**config.mk**
```make
export PLATFORM = sky130hd
export DESIGN_NAME = ir_remote_frame_transmitter
export DESIGN_NICKNAME = d
export VERILOG_FILES = /design/src/hw/rtl/irtx_pkg.sv /design/src/hw/rtl/irtx_frame_enc.sv /design/src/hw/rtl/ir_remote_frame_transmitter.sv
export VERILOG_INCLUDE_DIRS = /design/src /design/src/hw/rtl
export SDC_FILE = /design/constraint.sdc
export NUM_CORES = 1
export LEC_CHECK = 0
export BUFFER_PORTS_ARGS = -buffer_cell sky130_fd_sc_hd__buf_4
export CORE_MARGIN = 4
export CORE_UTILIZATION = 60
export DETAILED_ROUTE_END_ITERATION = 12
export GPL_ROUTABILITY_DRIVEN = 0
export PLACE_DENSITY = 0.79
export SYNTH_ARGS = -nofsm -noshare
export SYNTH_HDL_FRONTEND = slang
export SYNTH_HIERARCHICAL = 1
export SYNTH_SLANG_ARGS = --single-unit
```
**constraint.sdc**
```tcl
create_clock -name clk_i -period 13.6 [get_ports clk_i]
set_clock_uncertainty 0.05 [all_clocks]
set_input_delay 1.36 -clock clk_i [delete_from_list [all_inputs] [get_ports clk_i]]
set_output_delay 1.36 -clock clk_i [all_outputs]
set_load 0.005 [all_outputs]
```
**src/hw/rtl/ir_remote_frame_transmitter_assert.svh**
```systemverilog
// ----------------------------------------------------------------------------
// IR remote frame transmitter assertion macros
// Clocked, reset-qualified helpers for the concurrent checks of the block.
// ----------------------------------------------------------------------------
`ifndef IR_REMOTE_FRAME_TRANSMITTER_ASSERT_SVH
`define IR_REMOTE_FRAME_TRANSMITTER_ASSERT_SVH

// antecedent implies consequent in the same cycle
`define IRTX_ASSERT_SAME(lbl, clk, rstn, ante, cons) \
  lbl: assert property (@(posedge clk) disable iff (!rstn) (ante) |-> (cons)) \
    else $error("irtx assertion failed");

// antecedent implies consequent in the next cycle
`define IRTX_ASSERT_NEXT(lbl, clk, rstn, ante, cons) \
  lbl: assert property (@(posedge clk) disable iff (!rstn) (ante) |=> (cons)) \
    else $error("irtx assertion failed");

`endif

```
**src/hw/rtl/irtx_pkg.sv**
```systemverilog
// ----------------------------------------------------------------------------
// IR remote frame transmitter package
// Shared types, register indexes and key lookup tables.
// ----------------------------------------------------------------------------
package irtx_pkg;

  localparam int unsigned FrameBits = 16;
  localparam int unsigned KeyW      = 8;

  // configuration register indexes
  localparam logic [2:0] CfgChannel    = 3'd0;
  localparam logic [2:0] CfgPulse      = 3'd1;
  localparam logic [2:0] CfgLowSpace   = 3'd2;
  localparam logic [2:0] CfgHighSpace  = 3'd3;
  localparam logic [2:0] CfgStartSpace = 3'd4;
  localparam logic [2:0] CfgSlot       = 3'd5;

  localparam logic [KeyW-1:0] KeyFirst = 8'd49;
  localparam logic [KeyW-1:0] KeyLast  = 8'd57;

  // frame encoder result
  typedef struct packed {
    logic                 ok;
    logic [FrameBits-1:0] frame;
  } enc_res_t;

  // one result item, led in the lowest bit
  typedef struct packed {
    logic                 done_res;
    logic [FrameBits-1:0] frame;
    logic                 rejected;
    logic                 accepted;
    logic                 busy_res;
    logic                 led;
  } res_t;

  localparam int unsigned ResW   = $bits(res_t);
  localparam int unsigned TdataW = ((ResW + 7) / 8) * 8;

  // left/right nibble per key offset
  function automatic logic [3:0] lr_nibble(input logic [3:0] idx);
    logic [3:0] n;
    case (idx)
      4'd0:    n = 4'd7;
      4'd1:    n = 4'd0;
      4'd2:    n = 4'd9;
      4'd3:    n = 4'd7;
      4'd4:    n = 4'd8;
      4'd5:    n = 4'd9;
      4'd6:    n = 4'd7;
      4'd7:    n = 4'd0;
      4'd8:    n = 4'd9;
      default: n = 4'd0;
    endcase
    return n;
  endfunction

  // forward/back nibble per key offset
  function automatic logic [3:0] fb_nibble(input logic [3:0] idx);
    logic [3:0] n;
    case (idx)
      4'd0:    n = 4'd9;
      4'd1:    n = 4'd9;
      4'd2:    n = 4'd9;
      4'd3:    n = 4'd0;
      4'd4:    n = 4'd8;
      4'd5:    n = 4'd0;
      4'd6:    n = 4'd7;
      4'd7:    n = 4'd7;
      4'd8:    n = 4'd7;
      default: n = 4'd0;
    endcase
    return n;
  endfunction

endpackage

```
**src/hw/rtl/irtx_frame_enc.sv**
```systemverilog
// ----------------------------------------------------------------------------
// IR remote frame encoder
// Checks a key and composes header, direction nibbles and the LRC nibble.
// ----------------------------------------------------------------------------
module irtx_frame_enc import irtx_pkg::*; (
  input  logic [KeyW-1:0] key_i,
  input  logic [1:0]      chan_bits_i,  // effective channel minus one
  output enc_res_t        enc_o
);

  logic [KeyW-1:0] offs;
  logic [3:0]      n1, n2, n3, lrc;

  assign offs = key_i - KeyFirst;
  assign n1   = {2'b01, chan_bits_i};
  assign n2   = lr_nibble(offs[3:0]);
  assign n3   = fb_nibble(offs[3:0]);
  assign lrc  = 4'hF ^ n1 ^ n2 ^ n3;

  assign enc_o.ok    = (key_i >= KeyFirst) && (key_i <= KeyLast);
  assign enc_o.frame = {n1, n2, n3, lrc};

endmodule

```
**src/hw/rtl/ir_remote_frame_transmitter.sv**
```systemverilog
// ----------------------------------------------------------------------------
// IR remote frame transmitter
// Pulse-distance frame generator driven by carrier ticks and key commands.
// ----------------------------------------------------------------------------
//  channel  | dir | handshake              | payload
//  s_axis   | in  | s_axis_tvalid/tready   | tuser: action, tdata: keycode
//  m_axis   | out | m_axis_tvalid/tready   | tdata: led..done_res
//  cfg      | in  | cfg_valid_i/cfg_ready_o| cfg_index_i, cfg_data_i
//
// One item per cycle unless both output entries are full: an input register
// feeds the tick/command update, and the result lands in a two-entry output
// buffer; both the input and the result are registered.
// Input stalls only when both output entries are full.
// Reset puts the sequencer idle with default timing registers.
// ----------------------------------------------------------------------------
`include "ir_remote_frame_transmitter_assert.svh"

module ir_remote_frame_transmitter import irtx_pkg::*; #(
  parameter int unsigned REPEATS = 5
) (
  input  logic              clk_i,
  input  logic              rst_ni,
  input  logic              s_axis_tvalid,
  output logic              s_axis_tready,
  input  logic [KeyW-1:0]   s_axis_tdata,   // [7:0] keycode
  input  logic              s_axis_tuser,   // [0] action
  output logic              m_axis_tvalid,
  input  logic              m_axis_tready,
  // [0] led, [1] busy_res, [2] accepted, [3] rejected, [19:4] frame, [20] done_res
  output logic [TdataW-1:0] m_axis_tdata,
  input  logic              cfg_valid_i,
  output logic              cfg_ready_o,
  input  logic [2:0]        cfg_index_i,
  input  logic [10:0]       cfg_data_i
);

  localparam int unsigned RepW    = (REPEATS > 1) ? $clog2(REPEATS) : 1;
  localparam int unsigned RepCntW = RepW + 1;

  typedef enum logic [1:0] {PhIdle, PhGap, PhPulse, PhSpace} phase_e;

  // configuration
  logic [2:0]  channel_q;
  logic [7:0]  pulse_q, low_sp_q, high_sp_q, start_sp_q;
  logic [10:0] slot_q;

  // input stage
  logic            in_valid_q, in_act_q;
  logic [KeyW-1:0] in_key_q;
  logic            adv;

  // sequencer state
  phase_e               phase_q, phase_d;
  logic [14:0]          tick_q, tick_d;
  logic [4:0]           bit_q, bit_d;
  logic [RepW-1:0]      rep_q, rep_d;
  logic [FrameBits-1:0] frame_q, frame_d;
  logic [KeyW-1:0]      send_key_q, send_key_d, pend_key_q, pend_key_d;
  logic                 pend_q, pend_d;

  // output buffer
  logic ov_q, sv_q, pop;
  res_t od_q, sd_q, res;

  assign cfg_ready_o = 1'b1;

  always_ff @(posedge clk_i or negedge rst_ni) begin
    if (!rst_ni) begin
      channel_q  <= 3'd1;
      pulse_q    <= 8'd6;
      low_sp_q   <= 8'd10;
      high_sp_q  <= 8'd21;
      start_sp_q <= 8'd39;
      slot_q     <= 11'd608;
    end else if (cfg_valid_i) begin
      case (cfg_index_i)
        CfgChannel:    channel_q  <= cfg_data_i[2:0];
        CfgPulse:      pulse_q    <= cfg_data_i[7:0];
        CfgLowSpace:   low_sp_q   <= cfg_data_i[7:0];
        CfgHighSpace:  high_sp_q  <= cfg_data_i[7:0];
        CfgStartSpace: start_sp_q <= cfg_data_i[7:0];
        CfgSlot:       slot_q     <= cfg_data_i;
        default: ;
      endcase
    end
  end

  // ---- timing helpers ----
  logic [2:0]  eff_ch;
  logic [2:0]  rep3;
  logic [3:0]  gap_mul;
  logic [14:0] gap_len, space_len, phase_len;
  logic [4:0]  bsel;
  logic        gap0_zero;

  always_comb begin
    if (channel_q < 3'd1)      eff_ch = 3'd1;
    else if (channel_q > 3'd4) eff_ch = 3'd4;
    else                       eff_ch = channel_q;
  end

  assign rep3 = 3'(rep_q);

  always_comb begin
    if (rep3 == 3'd0)      gap_mul = 4'd4 - {1'b0, eff_ch};
    else if (rep3 <= 3'd2) gap_mul = 4'd5;
    else                   gap_mul = 4'd6 + {eff_ch, 1'b0};
  end

  assign gap_len = 15'(gap_mul) * 15'(slot_q);

  // the first repetition's gap is empty on channel 4; all gaps are empty with slot 0
  assign gap0_zero = (slot_q == 11'd0) || (eff_ch == 3'd4);

  assign bsel = 5'(FrameBits) - bit_q;

  always_comb begin
    if (bit_q == 5'd0 || bit_q > 5'(FrameBits)) space_len = 15'(start_sp_q);
    else if (frame_q[bsel[3:0]])                space_len = 15'(high_sp_q);
    else                                        space_len = 15'(low_sp_q);
  end

  always_comb begin
    case (phase_q)
      PhGap:   phase_len = gap_len;
      PhPulse: phase_len = 15'(pulse_q);
      PhSpace: phase_len = space_len;
      default: phase_len = 15'd0;
    endcase
  end

  // ---- frame encoder ----
  logic [KeyW-1:0] enc_key;
  logic [2:0]      ch_m1;
  enc_res_t        enc;

  assign enc_key = in_act_q ? in_key_q : pend_key_q;
  assign ch_m1   = eff_ch - 3'd1;

  irtx_frame_enc u_enc (
    .key_i       (enc_key),
    .chan_bits_i (ch_m1[1:0]),
    .enc_o       (enc)
  );

  // ---- next state ----
  logic [14:0]        tick_inc;
  logic [RepCntW-1:0] rep_inc;
  logic               led, accepted, rejected, done;

  assign tick_inc = tick_q + 15'd1;
  assign rep_inc  = RepCntW'(rep_q) + RepCntW'(1);

  always_comb begin
    phase_d    = phase_q;
    tick_d     = tick_q;
    bit_d      = bit_q;
    rep_d      = rep_q;
    frame_d    = frame_q;
    send_key_d = send_key_q;
    pend_key_d = pend_key_q;
    pend_d     = pend_q;
    accepted   = 1'b0;
    rejected   = 1'b0;
    done       = 1'b0;
    led        = (phase_q == PhPulse);

    if (in_act_q) begin
      if (phase_q == PhIdle) begin
        if (enc.ok) begin
          accepted   = 1'b1;
          frame_d    = enc.frame;
          send_key_d = in_key_q;
          rep_d      = '0;
          pend_d     = 1'b0;
          tick_d     = '0;
          bit_d      = '0;
          phase_d    = gap0_zero ? PhPulse : PhGap;
        end else begin
          rejected = 1'b1;
        end
      end else begin
        pend_key_d = in_key_q;
        pend_d     = 1'b1;
      end
      // a command reports the level the next tick drives
      led = (phase_d == PhPulse);
    end else if (phase_q != PhIdle) begin
      if (tick_inc >= phase_len) begin
        tick_d = '0;
        case (phase_q)
          PhGap:   phase_d = PhPulse;
          PhPulse: phase_d = PhSpace;
          default: begin
            bit_d = bit_q + 5'd1;
            if (bit_q + 5'd1 <= 5'(FrameBits + 1)) begin
              phase_d = PhPulse;
            end else if (pend_q && pend_key_q != send_key_q) begin
              // abort: switch to the newer key or give up
              done   = 1'b1;
              pend_d = 1'b0;
              if (enc.ok) begin
                accepted   = 1'b1;
                frame_d    = enc.frame;
                send_key_d = pend_key_q;
                rep_d      = '0;
                bit_d      = '0;
                phase_d    = gap0_zero ? PhPulse : PhGap;
              end else begin
                rejected = 1'b1;
                bit_d    = '0;
                phase_d  = PhIdle;
              end
            end else begin
              pend_d = 1'b0;
              bit_d  = '0;
              if (rep_inc >= RepCntW'(REPEATS)) begin
                done    = 1'b1;
                phase_d = PhIdle;
              end else begin
                rep_d   = RepW'(rep_inc);
                phase_d = (slot_q == 11'd0) ? PhPulse : PhGap;
              end
            end
          end
        endcase
      end else begin
        tick_d = tick_inc;
      end
    end
  end

  always_comb begin
    res.led      = led;
    res.busy_res = (phase_d != PhIdle);
    res.accepted = accepted;
    res.rejected = rejected;
    res.frame    = frame_d;
    res.done_res = done;
  end

  // ---- input register ----
  assign adv           = in_valid_q && !sv_q;
  assign s_axis_tready = !in_valid_q || adv;

  always_ff @(posedge clk_i or negedge rst_ni) begin
    if (!rst_ni) begin
      in_valid_q <= 1'b0;
    end else if (s_axis_tready) begin
      in_valid_q <= s_axis_tvalid;
    end
  end

  always_ff @(posedge clk_i) begin
    if (s_axis_tvalid && s_axis_tready) begin
      in_act_q <= s_axis_tuser;
      in_key_q <= s_axis_tdata;
    end
  end

  // ---- sequencer state ----
  always_ff @(posedge clk_i or negedge rst_ni) begin
    if (!rst_ni) begin
      phase_q    <= PhIdle;
      tick_q     <= '0;
      bit_q      <= '0;
      rep_q      <= '0;
      frame_q    <= '0;
      send_key_q <= '0;
      pend_key_q <= '0;
      pend_q     <= 1'b0;
    end else if (adv) begin
      phase_q    <= phase_d;
      tick_q     <= tick_d;
      bit_q      <= bit_d;
      rep_q      <= rep_d;
      frame_q    <= frame_d;
      send_key_q <= send_key_d;
      pend_key_q <= pend_key_d;
      pend_q     <= pend_d;
    end
  end

  // ---- two-entry output buffer ----
  assign pop = ov_q && m_axis_tready;

  always_ff @(posedge clk_i or negedge rst_ni) begin
    if (!rst_ni) begin
      ov_q <= 1'b0;
      sv_q <= 1'b0;
    end else if (sv_q) begin
      if (pop) sv_q <= 1'b0;
    end else if (ov_q && !pop) begin
      if (adv) sv_q <= 1'b1;
    end else begin
      ov_q <= adv;
    end
  end

  always_ff @(posedge clk_i) begin
    if (sv_q) begin
      if (pop) od_q <= sd_q;
    end else if (ov_q && !pop) begin
      if (adv) sd_q <= res;
    end else if (adv) begin
      od_q <= res;
    end
  end

  assign m_axis_tvalid = ov_q;
  assign m_axis_tdata  = TdataW'(od_q);

  // ---- checks ----
  `IRTX_ASSERT_SAME(a_skid_needs_head, clk_i, rst_ni, sv_q, ov_q)
  `IRTX_ASSERT_SAME(a_acc_rej_excl, clk_i, rst_ni, ov_q, !(od_q.accepted && od_q.rejected))
  `IRTX_ASSERT_SAME(a_idle_clean, clk_i, rst_ni, phase_q == PhIdle,
                    (tick_q == 15'd0) && (bit_q == 5'd0))
  `IRTX_ASSERT_SAME(a_bit_range, clk_i, rst_ni, phase_q != PhIdle,
                    bit_q <= 5'(FrameBits + 1))
  `IRTX_ASSERT_NEXT(a_stall_holds, clk_i, rst_ni, ov_q && !m_axis_tready, ov_q)

endmodule

```
== Yosys cells after proc, flatten, opt, wreduce, memory -nomap -nowiden ==
Memories as Yosys holds them, arrays and structs flattened.
Cells that the tools add are included.
Cells by class
  add/subtract/negate cells: 8
  multiply operators: 1
  order comparisons: 10
  equality and inequality tests: 19
  muxes and demuxes: 100
  bitwise logic cells: 6
  reductions and logical operators: 39
Operators with widths (count)
  16-bit two-way mux: 8
  8-bit two-way mux: 12
  21-bit two-way mux: 4
  15-bit two-way mux: 5
  15-bit case mux with 3 select lines: 1
  1-bit two-way mux: 36
  5-bit two-way mux: 7
  3-bit two-way mux: 11
  2-bit two-way mux: 12
  15-bit by 1-bit adder with 15-bit output (second input constant): 1
  15-bit >= comparator: 1
  4-bit by 11-bit multiplier with 15-bit output: 1
  2-bit AND reduction: 7
  6-bit AND reduction: 2
  2-bit nonzero test: 6
  11-bit zero test: 1
  3-bit == test (second input constant): 3
  3-bit AND reduction: 3
  8-bit by 6-bit >= comparator with 1-bit output (second input constant): 1
  8-bit by 6-bit <= comparator with 1-bit output (second input constant): 1
  4-bit two-way mux: 2
  2-bit by 1-bit inequality test with 1-bit output (second input constant): 4
  8-bit inequality test: 1
  8-bit AND reduction: 1
  34 further kinds: 52
Word-level totals
  register bits after elaboration: 158
  ROM bits: 128
  output and inout port bits: 27
  word-level logic and storage cells: 216
  memories: 2
Memories
  (no name shown): words 16, bits a word 4, rd ports 1, clocked after Yosys merged registers in 0, wr ports 0, line irtx_pkg.sv:61  | case (idx)
  (no name shown): words 16, bits a word 4, rd ports 1, clocked after Yosys merged registers in 0, wr ports 0, line irtx_pkg.sv:43  | case (idx)

== Longest topological paths before layout ==
  depth in word-level cells: 17
  depth in mapped cells: 29

== By module ==
Netlist, hierarchy kept.
Modules (own cells, without submodules)
  ir_remote_frame_transmitter: instances 1, cells each 855, area each 9519.1 um2, seq. area each 4227.8 um2
  irtx_frame_enc: instances 1, cells each 59, area each 474.2 um2, seq. area each 0.0 um2

== Least setup slack after synthesis ==
Ideal clock, no wire load.
  path kind: register -> register
  start: register channel_q[0]
  end: register od_q, in the netlist m_axis_tdata[11], data pin
  library setup time: 0.260 ns
  arrival: 6.658 ns
  path slack: 6.632 ns
  cell stages (with the launch flop): 25
  path buffers: 2
  clock period less this slack: 6.968 ns
  cells stage by stage: dfstp_2 inv_1 a21o_1 ha_1 a22o_1 clkbuf_1 and2_1 fa_1 fa_1 fa_1 a21oi_1 o21bai_1 a2111oi_0 nor3_1 a21o_1 o41ai_1 mux2_2 ha_1 nand4_1 or3_1 o21a_1 nor4_4 buf_2 o32ai_1 mux2_2
On the way
  word-level cells in the longest chain between the ends: 15
  elaborated cells on any way between the ends: 17
  those cells by class: add/sub (2); mul (1); order compare (3); mux (11)
RTL lines
  from (decl): line ir_remote_frame_transmitter.sv:43  | logic [2:0] channel_q;
  from (signal assigned): line ir_remote_frame_transmitter.sv:77  | CfgChannel: channel_q <= cfg_data_i[2:0];
  3-bit > comparator: line ir_remote_frame_transmitter.sv:98  | else if (channel_q > 3'd4) eff_ch = 3'd4;
  3-bit two-way mux: line ir_remote_frame_transmitter.sv:98
  3-bit two-way mux *: line ir_remote_frame_transmitter.sv:97  | if (channel_q < 3'd1) eff_ch = 3'd1;
  3-bit by 4-bit adder with 4-bit output: line ir_remote_frame_transmitter.sv:107  | else gap_mul = 4'd6 + {eff_ch, 1'b0};
  4-bit two-way mux: line ir_remote_frame_transmitter.sv:106  | else if (rep3 <= 3'd2) gap_mul = 4'd5;
  4-bit two-way mux *: line ir_remote_frame_transmitter.sv:105  | if (rep3 == 3'd0) gap_mul = 4'd4 - {1'b0, eff_ch};
  4-bit by 11-bit multiplier with 15-bit output *: line ir_remote_frame_transmitter.sv:110  | assign gap_len = 15'(gap_mul) * 15'(slot_q);
  15-bit case mux with 3 select lines *: line ir_remote_frame_transmitter.sv:124  | case (phase_q)
  15-bit >= comparator *: line ir_remote_frame_transmitter.sv:189  | if (tick_inc >= phase_len) begin
  16-bit two-way mux *: line ir_remote_frame_transmitter.sv:189
  16-bit two-way mux *: line ir_remote_frame_transmitter.sv:188  | end else if (phase_q != PhIdle) begin
  16-bit two-way mux *: line ir_remote_frame_transmitter.sv:168  | if (in_act_q) begin
  via frame_d[7]: line ir_remote_frame_transmitter.sv:57  | logic [FrameBits-1:0] frame_q, frame_d;
  21-bit two-way mux *: line ir_remote_frame_transmitter.sv:305  | end else if (adv) begin
  21-bit two-way mux *: line ir_remote_frame_transmitter.sv:303  | end else if (ov_q && !pop) begin
  21-bit two-way mux *: line ir_remote_frame_transmitter.sv:301  | if (sv_q) begin
  to (signal assigned): line ir_remote_frame_transmitter.sv:302  | if (pop) od_q <= sd_q;
  to (signal assigned): line ir_remote_frame_transmitter.sv:306  | od_q <= res;
  to (decl): line ir_remote_frame_transmitter.sv:63  | res_t od_q, sd_q, res;
The timed path passes the listed nets; every way through them passes the cells marked *. The select of a mux whose other input is x is not followed.
A chain may end at the register's enable or synchronous reset.

== Worst setup path after layout ==
  start: register rep_q[0], in the netlist rep3[0]
  end: register frame_q[0]
On the way
  word-level cells in the longest chain between the ends: 9
  elaborated cells on any way between the ends: 10
  those cells by class: mul (1); order compare (2); mux (6); reduce/logical (1)
RTL lines
  from (decl): line ir_remote_frame_transmitter.sv:56  | logic [RepW-1:0] rep_q, rep_d;
  from (signal assigned): line ir_remote_frame_transmitter.sv:276  | rep_q <= rep_d;
  3-bit by 2-bit <= comparator with 1-bit output: line ir_remote_frame_transmitter.sv:106
  4-bit two-way mux: line ir_remote_frame_transmitter.sv:106
  4-bit two-way mux *: line ir_remote_frame_transmitter.sv:105
  4-bit by 11-bit multiplier with 15-bit output *: line ir_remote_frame_transmitter.sv:110
  15-bit case mux with 3 select lines *: line ir_remote_frame_transmitter.sv:124
  15-bit >= comparator *: line ir_remote_frame_transmitter.sv:189
  16-bit two-way mux *: line ir_remote_frame_transmitter.sv:189
  16-bit two-way mux *: line ir_remote_frame_transmitter.sv:188
  16-bit two-way mux *: line ir_remote_frame_transmitter.sv:168
  to (signal assigned): line ir_remote_frame_transmitter.sv:277  | frame_q <= frame_d;
  to (decl): line ir_remote_frame_transmitter.sv:57
Every way passes the cells marked *; elsewhere a longest branch is shown, timed or not.

==> qor.csv <==
metric;value;unit
ys_warn_count;6;
route.detailed.drc;0;
tns;0;ns
dr.pass1.iters;5;
use_met2;35.83;%
cts_setup_buffers;0;
powerDensity;220.2;nW/um2
io_pins;55;
netlist_area;9993;um2
antenna_found_initial;0;
cts.sinks;158;
avgSynthCellArea;10.93;um2
h-tree-depth;4;
arrival;9.51;ns
track_usage;22.68;%
crit_type;flip-flop to flip-flop;
vias;6952;
met1_usage;31.80;%
stdcell_area;11010;um2
syn_inst;914;
max-cap-violations;0;
worst_pin_slew;1.403;ns
max-vdd-ir-drop;0.1170;mV
drv_slew;0;
viasPerCell;5.952;
cts-root-buf;clkbuf_16;
wirelength;20280;um
antenna-diode-count;0;
cts_made_buffers;17;
hold_viol_final;0;
layout_common_cells;mux2_2 (94), dfrtp_1 (92), nand2_1 (75);
ys_seq_area_share;42.31;%
rsz0062_at_grt;no;
drive_gt1_share;22.37;%
area_growth;10.13;%
power;2.424;mW
grt_max_degree;85;
holdPathStages;1;
die-area;18780;um2
worst-path-max-fanout;21;
grt_overflow;0;
seq_area;4228;um2
drtAntennaViolNets;0;
cp_data_required_time;13.87;ns
synthDistinctLibCells;73;
rows;46;
relSlewSlack;5.688;%
setup_viol;0;
core_area;16120;um2
clockBufferDepth;2;
worstHoldPathType;flip-flop to flip-flop;
ys_async_sr_fraction;67.72;%
grt_most_used_layer;met2;
fmax;108.2;MHz
r2r-end;frame_q[0];
period_share;67.97;%
dpl.hpwl;14590;um
rr_worst_depth;24;
startpoint;rep3[0];
min_to;tick_q[13];
synth-seq-cells;158;
period_needed;9.244;ns
initial_core_util;62.01;%
final_nets;1040;
portBuffers;50;
use_met3;4.669;%
regToRegSetupSlack;4.36;ns
startpoint_type;flip-flop;
drtIter0Drc;720;
worstSetupEndpointType;flip-flop;
whs;0.4476;ns
clk_pin_slew;0.07;ns
fillers;1209;
grt_pass1_vias;6666;
postCtsHoldBufs;0;
outcome;complete, no violations;
fin_util;68.29;%
postPlaceCellArea;10400;um2
die_w;137.1;um
grt_pass1_wl;33580;um
wl_per_cell;17.36;um
ys.flop_type;dfrtp_1;
hp-start;tick_q[13];
r2r-start;rep3[0];
cts_resized;0;
insertion_delay;0.43;ns
p_leak;4.884;nW
final_common_cell;mux2_2;
synth_edf_count;51;
multi_input_area;5251;um2
cts_tree;built;
die_h;137.1;um
cell families (layout without fill, tap and decap cells):
group / after synthesis / after routing / share of synthesized area [%]
adders and majority gates: 73 / 73 / 10.49
DFF: 158 / 158 / 42.31
muxes: 120 / 120 / 14.10
and+or+nand+nor: 245 / 245 / 12.58
buffers and inverters: 116 / 152 / 5.259
xor gates and xnor gates: 43 / 43 / 4.032
other: 4 / 6 / 0.1502
AOI/OAI and AO/OA: 155 / 155 / 11.08
cell usage after synthesis (all sizes together), types with 6 or more instances:
cell type  instances  share of area, %
nand2             75               2.8
nand2b             6              0.38
a21oi             35               1.8
o31ai             14               1.1
dfrtp             92                23
ha                55               6.9
buf               27               1.9
nor4               6              0.68
clkbuf            22              0.83
mux2             104                12
mux2i             11               1.1
xnor2             21               2.0
nand3             21               1.1
and3              18               1.2
a32o               9              0.90
a222oi             7              0.70
fa                18               3.6
nor3              15              0.98
edfxtp            51                15
o21ai             31               1.6
inv               67               2.5
nor2b              9              0.59
o32ai             16               1.4
nor2              44               1.7
and2              27               1.7
dfstp             15               3.9
xor2              22               2.0
or2               10              0.63
or3                6              0.38
registers in the layout (all words and copies together), names as in the netlist, 2 cells and up:
name / count
frame_q: 16
phase_q: 2
in_key_q: 8
send_key_q: 8
bit_q: 5
start_sp_q: 8
pend_key_q: 8
slot_q: 11
tick_q: 15
rep3: 3
pulse_q: 8
m_axis_tdata: 21
high_sp_q: 8
sd_q: 21
low_sp_q: 8
channel_q: 3
layout make-up:
| type | instances | share of cell area [%] |
|---|---|---|
| Multi-Input combinational cell | 642 | 47.71 |
| Sequential cell | 158 | 38.41 |
| Clock buffer | 18 | 3.990 |
| Timing Repair Buffer | 53 | 3.615 |
| Tap cell | 216 | 2.456 |
| Inverter | 67 | 2.285 |
| Clock inverter | 14 | 1.523 |
critical path, stage by stage (launching register included):
cell	delay [ns]
dfrtp_1	0.39
inv_1	0.10
ha_1	0.24
o31ai_1	1.14
a22oi_1	0.54
and2_1	0.33
fa_1	0.51
inv_1	0.06
fa_1	0.53
inv_1	0.04
ha_1	0.33
a21oi_1	0.15
o21bai_1	0.12
a2111oi_0	0.44
nor3_1	0.15
a21o_1	0.18
o41ai_1	0.29
mux2_2	0.39
ha_1	0.32
nand4_1	0.11
or3_1	0.42
o21ai_1	0.43
a41oi_2	0.61
nor3_4	0.84
mux2_2	0.41
layer usage:
metal | part of all wire (%) | wire length (um)
met4 | 1.1 | 229
met2 | 48 | 9691
met1 | 45 | 9203
met3 | 5.7 | 1154
met5 | 0 | 0
where the power goes:
part | switching [mW] | internal, mW
clock | 0.222 | 0.268
combinational | 0.671 | 0.497
sequential | 0.108 | 0.658
metrics by stage:
stage | cells | setup WS, ns
6_report | 1168 | 4.356
5_1_grt | 1168 | 3.871
4_1_cts | 1168 | 4.426
3_5_place_dp | 1136 | 4.478
3_3_place_gp | 1136 | 4.705
2_1_floorplan | 916 | 6.632
worst max path at each step:
stage	endpoint	cells past startpoint
2_1_floorplan	m_axis_tdata[11]	24
3_3_place_gp	frame_q[2]	22
3_5_place_dp	frame_q[5]	24
4_1_cts	frame_q[5]	24
5_1_grt	frame_q[0]	24
6_report	frame_q[0]	24
(Power assumes the default switching activity.)
